**src/hw/rtl/u8dec_pkg.sv**
```systemverilog
// ----------------------------------------------------------------------------
// u8dec_pkg
// Types and constants shared by the UTF-8 code point decoder.
// ----------------------------------------------------------------------------
package u8dec_pkg;

  localparam int unsigned BYTE_W  = 8;
  localparam int unsigned CNT_W   = 3;
  localparam int unsigned CP_W    = 21;

  localparam logic [CNT_W-1:0] SEQ_MAX  = 3'd4;
  localparam logic [CP_W-1:0]  CP_LIMIT = 21'h10FFFF;

  // Lead byte classes
  localparam logic [BYTE_W-1:0] LEAD_MIN   = 8'hC0;
  localparam logic [1:0]        CONT_TAG   = 2'b10;

  localparam logic [CNT_W-1:0] LEN_ZERO  = 3'd0;
  localparam logic [CNT_W-1:0] LEN_ONE   = 3'd1;
  localparam logic [CNT_W-1:0] LEN_TWO   = 3'd2;
  localparam logic [CNT_W-1:0] LEN_THREE = 3'd3;
  localparam logic [CNT_W-1:0] LEN_FOUR  = 3'd4;

  typedef struct packed {
    logic [BYTE_W-1:0] byte_zero;
    logic [BYTE_W-1:0] byte_one;
    logic [BYTE_W-1:0] byte_two;
    logic [BYTE_W-1:0] byte_three;
    logic [CNT_W-1:0]  avail_count;
  } dec_in_t;

  typedef struct packed {
    logic [CP_W-1:0]  code_point;
    logic [CNT_W-1:0] consumed;
  } dec_res_t;

endpackage

```
**src/hw/rtl/u8dec_decode.sv**
```systemverilog
// ----------------------------------------------------------------------------
// u8dec_decode
// Combinational decode of one UTF-8 sequence from a four byte window.
// ----------------------------------------------------------------------------
module u8dec_decode (
  input  u8dec_pkg::dec_in_t  win_i,
  output u8dec_pkg::dec_res_t res_o
);
  import u8dec_pkg::*;

  logic [CNT_W-1:0] avail;
  logic [CNT_W-1:0] seq_len;
  logic             cont1_ok;
  logic             cont2_ok;
  logic             cont3_ok;
  logic [CP_W-1:0]  val2;
  logic [CP_W-1:0]  val3;
  logic [CP_W-1:0]  val4;
  logic [CP_W-1:0]  lead_cp;

  assign avail   = (win_i.avail_count > SEQ_MAX) ? SEQ_MAX : win_i.avail_count;
  assign lead_cp = {{(CP_W-BYTE_W){1'b0}}, win_i.byte_zero};

  assign cont1_ok = (win_i.byte_one[7:6]   == CONT_TAG);
  assign cont2_ok = (win_i.byte_two[7:6]   == CONT_TAG);
  assign cont3_ok = (win_i.byte_three[7:6] == CONT_TAG);

  assign val2 = {10'd0, win_i.byte_zero[4:0], win_i.byte_one[5:0]};
  assign val3 = {5'd0, win_i.byte_zero[3:0], win_i.byte_one[5:0], win_i.byte_two[5:0]};
  assign val4 = {win_i.byte_zero[2:0], win_i.byte_one[5:0], win_i.byte_two[5:0],
                 win_i.byte_three[5:0]};

  // run of ones in the lead byte; zero means fewer than two or more than four
  always_comb begin
    unique casez (win_i.byte_zero)
      8'b110?_????: seq_len = LEN_TWO;
      8'b1110_????: seq_len = LEN_THREE;
      8'b1111_0???: seq_len = LEN_FOUR;
      default:      seq_len = LEN_ZERO;
    endcase
  end

  always_comb begin
    res_o.code_point = lead_cp;
    res_o.consumed   = LEN_ONE;
    if (avail == LEN_ZERO) begin
      res_o.code_point = '0;
      res_o.consumed   = LEN_ZERO;
    end else if (win_i.byte_zero >= LEAD_MIN && seq_len != LEN_ZERO && seq_len <= avail) begin
      unique case (seq_len)
        LEN_TWO: begin
          if (cont1_ok) begin
            res_o.code_point = val2;
            res_o.consumed   = LEN_TWO;
          end
        end
        LEN_THREE: begin
          if (cont1_ok && cont2_ok) begin
            res_o.code_point = val3;
            res_o.consumed   = LEN_THREE;
          end
        end
        LEN_FOUR: begin
          if (cont1_ok && cont2_ok && cont3_ok && val4 <= CP_LIMIT) begin
            res_o.code_point = val4;
            res_o.consumed   = LEN_FOUR;
          end
        end
        default: begin
          res_o.code_point = lead_cp;
          res_o.consumed   = LEN_ONE;
        end
      endcase
    end
  end

endmodule

```
**src/hw/rtl/utf8_code_point_decoder_unit.sv**
```systemverilog
// ----------------------------------------------------------------------------
// utf8_code_point_decoder_unit
// Decodes one UTF-8 sequence per beat into a code point and byte count.
// ----------------------------------------------------------------------------
// Each input beat carries a four byte window and the count of valid bytes
// from the lead byte; each yields exactly one result beat with the code point
// and the number of bytes consumed (0 when no byte is available, 1 on a
// Latin-1 fallback). The window is captured in an input register, decoded
// by a shallow single-pass logic cone, and held in the result register.
// Throughput is one beat per clock; in_ready drops only when both
// registers are full and out_ready is low.
module utf8_code_point_decoder_unit (
  input  logic                          clk,
  input  logic                          rst_n,
  input  logic                          in_valid,
  output logic                          in_ready,
  input  logic [u8dec_pkg::BYTE_W-1:0]  in_byte_zero,
  input  logic [u8dec_pkg::BYTE_W-1:0]  in_byte_one,
  input  logic [u8dec_pkg::BYTE_W-1:0]  in_byte_two,
  input  logic [u8dec_pkg::BYTE_W-1:0]  in_byte_three,
  input  logic [u8dec_pkg::CNT_W-1:0]   in_avail_count,
  output logic                          out_valid,
  input  logic                          out_ready,
  output logic [u8dec_pkg::CP_W-1:0]    out_code_point,
  output logic [u8dec_pkg::CNT_W-1:0]   out_consumed
);
  import u8dec_pkg::*;

  logic     stg_vld_r, stg_vld_nxt;
  dec_in_t  stg_win_r;
  logic     res_vld_r, res_vld_nxt;
  dec_res_t res_r;
  dec_res_t dec_res;
  logic     res_free;
  logic     stg_adv;
  logic     in_take;

  assign res_free = !res_vld_r || out_ready;
  assign stg_adv  = stg_vld_r && res_free;
  assign in_ready = !stg_vld_r || res_free;
  assign in_take  = in_valid && in_ready;

  u8dec_decode u_decode (
    .win_i (stg_win_r),
    .res_o (dec_res)
  );

  assign stg_vld_nxt = in_take ? 1'b1 : (stg_adv ? 1'b0 : stg_vld_r);
  assign res_vld_nxt = stg_adv ? 1'b1 : (out_ready ? 1'b0 : res_vld_r);

  always_ff @(posedge clk) begin
    if (!rst_n) begin
      stg_vld_r <= 1'b0;
      res_vld_r <= 1'b0;
    end else begin
      stg_vld_r <= stg_vld_nxt;
      res_vld_r <= res_vld_nxt;
    end
  end

  always_ff @(posedge clk) begin
    if (in_take) begin
      stg_win_r.byte_zero   <= in_byte_zero;
      stg_win_r.byte_one    <= in_byte_one;
      stg_win_r.byte_two    <= in_byte_two;
      stg_win_r.byte_three  <= in_byte_three;
      stg_win_r.avail_count <= in_avail_count;
    end
    if (stg_adv) begin
      res_r <= dec_res;
    end
  end

  assign out_valid      = res_vld_r;
  assign out_code_point = res_r.code_point;
  assign out_consumed   = res_r.consumed;

  a_cp_range: assert property (@(posedge clk) disable iff (!rst_n)
    out_valid |-> out_code_point <= CP_LIMIT)
    else $error("code point above limit");

  a_cnt_range: assert property (@(posedge clk) disable iff (!rst_n)
    out_valid |-> out_consumed <= SEQ_MAX)
    else $error("consumed count out of range");

  a_empty_zero: assert property (@(posedge clk) disable iff (!rst_n)
    (out_valid && out_consumed == LEN_ZERO) |-> out_code_point == '0)
    else $error("empty window gave nonzero code point");

  a_single_byte: assert property (@(posedge clk) disable iff (!rst_n)
    (out_valid && out_consumed == LEN_ONE) |-> out_code_point[CP_W-1:BYTE_W] == '0)
    else $error("single byte result wider than a byte");

  a_stage_hold: assert property (@(posedge clk) disable iff (!rst_n)
    (stg_vld_r && !res_free) |=> stg_vld_r)
    else $error("stalled beat dropped from input register");

endmodule
```
**config.mk**
```make
export PLATFORM = sky130hd
export DESIGN_NAME = utf8_code_point_decoder_unit
export DESIGN_NICKNAME = d
export VERILOG_FILES = /design/src/hw/rtl/u8dec_pkg.sv /design/src/hw/rtl/u8dec_decode.sv /design/src/hw/rtl/utf8_code_point_decoder_unit.sv
export SDC_FILE = /design/constraint.sdc
export NUM_CORES = 1
export LEC_CHECK = 0
export BUFFER_PORTS_ARGS = -buffer_cell sky130_fd_sc_hd__buf_2
export CORE_AREA = 2 2 77 79
export DETAILED_ROUTE_END_ITERATION = 7
export DIE_AREA = 0 0 79 81
export PLACE_DENSITY = 0.76
export SLEW_MARGIN = 0
export SYNTH_ARGS = -nofsm -noshare
export SYNTH_HDL_FRONTEND = slang
export SYNTH_SLANG_ARGS = --single-unit
export TNS_END_PERCENT = 1
```
**constraint.sdc**
```tcl
create_clock -name clk -period 2.8 [get_ports clk]
set_clock_uncertainty 0.2 [all_clocks]
set_input_delay 0.56 -clock clk [delete_from_list [all_inputs] [get_ports clk]]
set_output_delay 0.56 -clock clk [all_outputs]
set_load 0.01 [all_outputs]
```
## Word level (Yosys, flattened, before mapping)

Cells that the tools add are included.

- $lt $le $gt $ge: 4
- Equality and inequality tests: 9
- Multiplexer cells: 11
- Bitwise logic cells: 1
- Reductions and logical operators: 16

Operator list:

| cell | count |
|---|---|
| one-hot mux 24 bit (3 select lines) | 1 |
| two-way mux 24 bit | 1 |
| <= comparator 21 bit, second input constant | 1 |
| two-way mux 19 bit | 1 |
| two-way mux 14 bit | 1 |
| two-way mux 11 bit | 1 |
| one-hot mux 3 bit (3 select lines) | 1 |
| >= comparator 8 bit, second input constant | 1 |
| logical AND 1 bit | 7 |
| equality test 2 bit, second input constant | 3 |
| equality test 3 x 2 -> 1 bit, second input constant | 2 |
| equality test 3 bit, second input constant | 2 |
| equality test 5 bit, second input constant | 1 |
| equality test 4 bit, second input constant | 1 |
| two-way mux 1 bit | 4 |
| nonzero test 2 bit | 2 |
| greater-than comparator 3 bit, second input constant | 1 |
| <= comparator 3 bit | 1 |
| logical NOT 3 bit | 1 |
| two-way mux 3 bit | 1 |
| nonzero test 3 bit | 1 |
| logical NOT 1 bit | 2 |
| logical OR 1 bit | 2 |
| OR reduction 2 bit | 1 |
| inverter 1 bit | 1 |

- Bits in registers: 61
- Input port bits: 39
- Output and inout port bits: 26
- Logic and storage cells: 52

## Longest topological paths before layout

Gate-level depths: netlist of the first run.

- Depth after elaboration: 7
- Mapped depth: 9
- Gate-level depth less buffers: 9

## Hierarchy

A second synthesis of the first run with hierarchy kept.

- Cells, all modules: 166
- Area, all modules: 2529.9 um^2

Modules (own cells, without submodules):

| module | times used | cells an instance | area an instance (um^2) | seq. area each (um^2) |
|---|---|---|---|---|
| utf8_code_point_decoder_unit | 1 | 68 | 1875.5 | 1811.7 |
| u8dec_decode | 1 | 98 | 654.4 | 0.0 |

## Least setup slack after synthesis of the first run

OpenSTA, ideal clock, no wires.

- Kind: flip-flop to flip-flop
- Start point: reg stg_win_r[31] in the netlist's numbering
- End point: reg res_r (netlist bit out_code_point[3]) (data pin)
- Setup time: 0.273 ns
- Arrival time: 2.284 ns
- Required time: 2.327 ns
- Setup slack: 0.043 ns
- Cell stages (with the launch flop): 9
- Path buffers: 1
- Period minus slack after synthesis: 2.757 ns
- Path through: edfxtp_1 > nor3b_2 > inv_1 > ha_1 > nand3_1 > o21ai_0 > o211ai_1 > clkbuf_1 > o32ai_1

- Longest elaborated chain between the ends: 6
- Elaborated cells on any way between the ends: 13
- Those cells by class: order compare (2); eq/ne (5); mux (3); reduce/logical (3)

Ends and longest elaborated chain:

| what | RTL line | RTL |
|---|---|---|
| start, declared | utf8_code_point_decoder_unit.sv:30 | `dec_in_t stg_win_r;` |
| parallel branches: the longest is 5 deep, another holds <= comparator 3 bit | -- |  |
| two-way mux 11 bit * | u8dec_decode.sv:49 | `end else if (win_i.byte_zero >= LEAD_MIN && seq_len != LEN_ZERO && seq_len <= avail) begin` |
| end signal, assigned | utf8_code_point_decoder_unit.sv:70 | `res_r <= dec_res;` |
| end, declared | utf8_code_point_decoder_unit.sv:32 | `dec_res_t res_r;` |

Mark *: on every way between the ends.
A chain may end at the register's enable or synchronous reset.

## Worst setup path after layout of the first run

- Start point: reg stg_win_r[34] in the netlist's numbering
- End point: reg res_r (netlist bit out_code_point[3]) (data pin)

- Longest elaborated chain between the ends: 6
- Elaborated cells on any way between the ends: 14
- Those cells by class: order compare (2); eq/ne (6); mux (3); reduce/logical (3)

Ends and longest elaborated chain:

| what | RTL line |
|---|---|
| parallel branches: the longest is 5 deep, another holds <= comparator 3 bit | -- |
| two-way mux 11 bit * | u8dec_decode.sv:49 |

Marked as above.

==> results of run 1 <==
[worst max-delay path, cell delays in order (launching register included)]
cell	delay, ps
edfxtp_1	420
nand2_1	140
nor3b_2	210
inv_1	100
ha_1	290
nand3_1	90
o21ai_0	110
o211ai_1	310
buf_4	280
o32ai_1	100
[sequential cells by signal (all words and copies together), names as in the netlist]
| name | cells |
|---|---|
| out_consumed | 3 |
| out_valid | 1 |
| out_code_point | 21 |
| stg_win_r | 35 |
| stg_vld_r | 1 |
[kinds of logic (layout without fill, tap and decap cells)]
family | Yosys count | after routing | share of synthesized area [%]
simple gates | 44 | 44 | 10.6
mux | 3 | 3 | 1.33
flops | 61 | 61 | 71.4
fa+ha+maj | 3 | 3 | 1.48
buf+inv | 10 | 92 | 1.92
compound gates | 41 | 41 | 13.3
[how the worst max path moves through the flow]
| stage | end |
|---|---|
| detailed placement | out_code_point[3]$_SDFFCE_PP0P_ |
| CTS | out_code_point[3]$_SDFFCE_PP0P_ |
| global placement | out_code_point[3]$_SDFFCE_PP0P_ |
| global route | out_code_point[3]$_SDFFCE_PP0P_ |
| floorplan | out_code_point[3]$_SDFFCE_PP0P_ |
| finish | out_code_point[3]$_SDFFCE_PP0P_ |
[routing by layer]
metal	routed length [µm]	vias up	global-route usage, %
li1	-	816	-
met1	2260	804	22.2
met2	2470	83	26.9
met3	392	11	6.56
met4	90	0	8.10
met5	0	-	0
[where the power goes]
group	switching, mW	total [mW]	internal, mW
Sequential	0.0299	1.09	1.06
Clock	0.323	0.633	0.310
Combinational	0.0770	0.140	0.0627
Total	0.430	1.86	1.43
[cell type report]
type                       instances  share of cell area [%]
timing repair buffer              72                    12.1
clock inverter                     6                   0.957
inverter                           4                   0.479
tap                               75                    2.99
sequential                        61                    57.8
multi-input combinational         91                    21.6
clock buffer                      10                    4.07
[cells in the final DEF, fill, tap and decap left out, drive strengths merged]
master	netlist	routed
buf	4	72
edfxtp	59	59
nor2	12	12
a222oi	11	11
clkbuf	2	10
nor2b	8	8
and2	6	6
o2bb2ai	6	6
clkinv	0	6
a22oi	5	5
nand2	4	4
a21oi	4	4
inv	4	4
o21ai	4	4
nand2b	3	3
mux2	3	3
ha	3	3
nand3	3	3
a211oi	2	2
o211ai	2	2
o21a	2	2
dfxtp	2	2
nor3b	2	2
nor3	2	2
nand4	1	1
o41ai	1	1
and4bb	1	1
or3	1	1
nor4	1	1
a211o	1	1
a311oi	1	1
o2111ai	1	1
o32ai	1	1
[per-stage QoR]
stage	hold slack (ps)	util (%)
after floorplan	277	-
after global placement	303	52.5
after detailed placement	355	52.5
after CTS	185	55.3
after global routing	177	55.3
final	197	55.3
==> metrics.txt, run 1 <==
Slew Limit Fails 0; Syn-to-layout area delta 23.7%; first-pass GRT wire length 8.11 mm; Post-synth top flop edfxtp_1; RSZ-0062 raised after global routing false; R2R Setup Slk 300 ps; gr ovfl total 0; WP data arrival 2370 ps; TritonCTS Sinks 61; DR vias 1714; initial antenna violation count 0; mapped cell area 2540 µm²; placed inst area 2980 µm²; cell area after layout 3140 µm²; Endpoint, Worst Hold stg_win_r[11]$_DFFE_PP_; die span in y 81 µm; share of the synthesized area in the top cell type 69.9%; core area 5680 µm²; CP Max Fanout 16; Avg Cell Area, Syn 15.7 µm²; die width 79 µm; Worst Setup Slack, final 296 ps; Lkg Pwr 1.13 nW; worst hold stages 1; # rows 28; Yosys top cell by area edfxtp_1; Worst setup EP type flip-flop; Fill cells 491; clk_lat worst skew 330 ps; outcome completed; CTS buffer count 9; FF-to-FF path depth 9; count leader, synth edfxtp_1; largest net degree at the start of global routing 36; hold violation count in the final report 0; startpoint types flip-flop; # DRC 0; HP Class input port to flip-flop; Post-Syn Instances 162; Vias/cell 5.37; Peak Freq 399 MHz; number of DRC markers in iteration 0 188; Worst Tran Pin Value 1090 ps; pre-CTS WS 318 ps; Detail Route Antenna Nets 0; yosys warns 0; Detail Placement HPWL 3.71 mm; clock tree buffer depth 2; post-synthesis sequential area ratio 71.4%; PortBufs 64; cts hold-fix bufs 0; DIE AREA 6400 µm²; Reg area 1810 µm²; vias in the first global route 1631; Tmin final 2500 ps; period utilization 89.4%; clock root buffer clkbuf_8; RR Endpoint out_code_point[3]$_SDFFCE_PP0P_; PwrDens 593 nW/µm²; post-cts sizing count 0; diode count 0; share of synthesized flip-flops with an asynchronous set or reset 0%; Synth area leaders edfxtp_1 (70%), a222oi_1 (4.3%), o2bb2ai_1 (2.1%); 1st-pass router iterations 5; Synth cell types 37; final wirelength 5.20 mm; MaxCap Viol Count 0; Final GP Congestion 0.819; worst ir drop on vdd 0.000320 V; r2r startpoint stg_win_r[34]$_DFFE_PP_; CTS tree yes; critical path required time 2670 ps; IO Pins 65; H-Tree Depth 3; setup TNS 0 ps; layout cells sized above 1 38.9%; Post-CTS Setup Bufs 0; Inst Count DP 303; Slew headroom 27.3%; Initial Utilization 44.7%; GR Util All Layers 17.5%; Seq cells post-synth 61; Post-synth EDFFs 59; Final Total Pwr 1.86 mW; area occupied by multi-input gates 678 µm²; Synth top cells by count edfxtp_1 (59), a222oi_1 (11), nor2_1 (11); routed length per instance 16.3 µm; Worst Setup Path Type flip-flop to flip-flop; clk slew on worst S/H paths 60 ps; NumNets Final 281; beginning of the worst hold path in_byte_two[0]; Worst Setup SP stg_win_r[34]$_DFFE_PP_; fin cells 319; Finish-stage setup viols 0; syn_nets 204
No activity file was read; power rests on OpenSTA's default activity.
==> inputs of run 2 (changes only) <==
PLACE_DENSITY = 0.85   (was 0.76)
==> metrics.txt, run 2 (synthesis results as in run 1) <==
outcome completed; CP Max Fanout 16; placed inst area 2970 µm²; HP Class input port to flip-flop; TritonCTS Sinks 61; pre-CTS WS 335 ps; clock tree buffer depth 2; CTS tree yes; Detail Route Antenna Nets 0; Worst Setup Path Type flip-flop to flip-flop; Final GP Congestion 0.854; critical path required time 2750 ps; Peak Freq 398 MHz; largest net degree at the start of global routing 36; routed length per instance 15.4 µm; post-cts sizing count 0; Syn-to-layout area delta 23.4%; clock root buffer clkbuf_8; first-pass GRT wire length 7.66 mm; NumNets Final 280; number of DRC markers in iteration 0 163; Post-CTS Setup Bufs 0; WP data arrival 2470 ps; cts hold-fix bufs 0; MaxCap Viol Count 0; Largest register FFs 35; initial antenna violation count 0; IO Pins 65; setup TNS 0 ps; Largest Register stg_win_r; Finish-stage setup viols 0; Initial Utilization 44.7%; Inst Count DP 302; final core occ 55.1%; Final Total Pwr 1.85 mW; clk slew on worst S/H paths 60 ps; fin cells 318; clk_lat worst skew 330 ps; most common cell after layout, fill and taps aside buf_2; PortBufs 64; Slew headroom 28.7%; Tmin final 2510 ps; top routing layer used met4; r2r startpoint stg_win_r[28]$_DFFE_PP_; FF-to-FF path depth 5; wire length on met1 2.18 mm; Lkg Pwr 1.13 nW; worst hold stages 1; die span in y 81 µm; metal2 WL 2.32 mm; met3 routed WL 379 µm; DIE AREA 6400 µm²; core area 5680 µm²; commonest cells after routing, fill and taps aside buf_2 (64), edfxtp_1 (59), nor2_1 (11), a222oi_1 (11), clkbuf_8 (9); Slew Limit Fails 0; Endpoint, Worst Hold stg_win_r[0]$_DFFE_PP_; gr ovfl total 0; Vias/cell 5.28; DR vias 1679; top flop regs stg_win_r (35), out_code_point (21), out_consumed (3); die width 79 µm; Fin Hold WS 207 ps; # rows 28; GR Util All Layers 16.1%; period utilization 89.8%; RSZ-0062 raised after global routing false; Worst Tran Pin Value 1060 ps; worst ir drop on vdd 0.000320 V; R2R Setup Slk 290 ps; Detail Placement HPWL 3.57 mm; H-Tree Depth 3; startpoint types flip-flop; beginning of the worst hold path in_avail_count[0]; final wirelength 4.89 mm; # DRC 0; RR Endpoint out_code_point[5]$_SDFFCE_PP0P_; hold violation count in the final report 0; vias in the first global route 1596; CTS buffer count 9; cell area after layout 3130 µm²; 1st-pass router iterations 5; layout cells sized above 1 38.7%; Worst setup EP type flip-flop; diode count 0; Worst Setup Slack, final 286 ps; PwrDens 590 nW/µm²
-- run 2: worst max path at each step --
| stage | from | to |
|---|---|---|
| after floorplan | stg_win_r[31]$_DFFE_PP_ | out_code_point[3]$_SDFFCE_PP0P_ |
| after global placement | stg_win_r[34]$_DFFE_PP_ | out_code_point[20]$_SDFFCE_PP0P_ |
| after detailed placement | stg_win_r[33]$_DFFE_PP_ | out_code_point[0]$_SDFFCE_PP0P_ |
| after CTS | stg_win_r[33]$_DFFE_PP_ | out_code_point[0]$_SDFFCE_PP0P_ |
| after global routing | stg_win_r[34]$_DFFE_PP_ | out_code_point[5]$_SDFFCE_PP0P_ |
| final | stg_win_r[28]$_DFFE_PP_ | out_code_point[5]$_SDFFCE_PP0P_ |
-- run 2: routing by layer --
layer,track usage (%),vias to the layer above
li1,-,810
met1,21.8,786
met2,23.4,81
met3,4.44,2
met4,9.14,0
met5,0,-
-- run 2: area by class of cell --
class	instances	area, µm²
Tap cell	75	93.8
Multi-Input combinational cell	91	678
Inverter	4	15.0
Timing Repair Buffer	71	373
Clock buffer	10	128
Clock inverter	6	30.0
Sequential cell	61	1810
Fill cell	487	2550
-- run 2: where the power goes --
part / internal (mW) / leakage (nW) / total [mW] / switching [mW]
registers: 1.06 / 0.574 / 1.09 / 0.0291
logic: 0.0627 / 0.468 / 0.139 / 0.0761
clock network: 0.310 / 0.0825 / 0.619 / 0.309
total: 1.43 / 1.13 / 1.85 / 0.414
-- run 2: critical path, cell delays in order, from the launching register on --
cell      delay, ps
edfxtp_1        490
o41ai_2         500
nand3_2         180
nor3_4          490
a222oi_1        260
o21ai_0         230
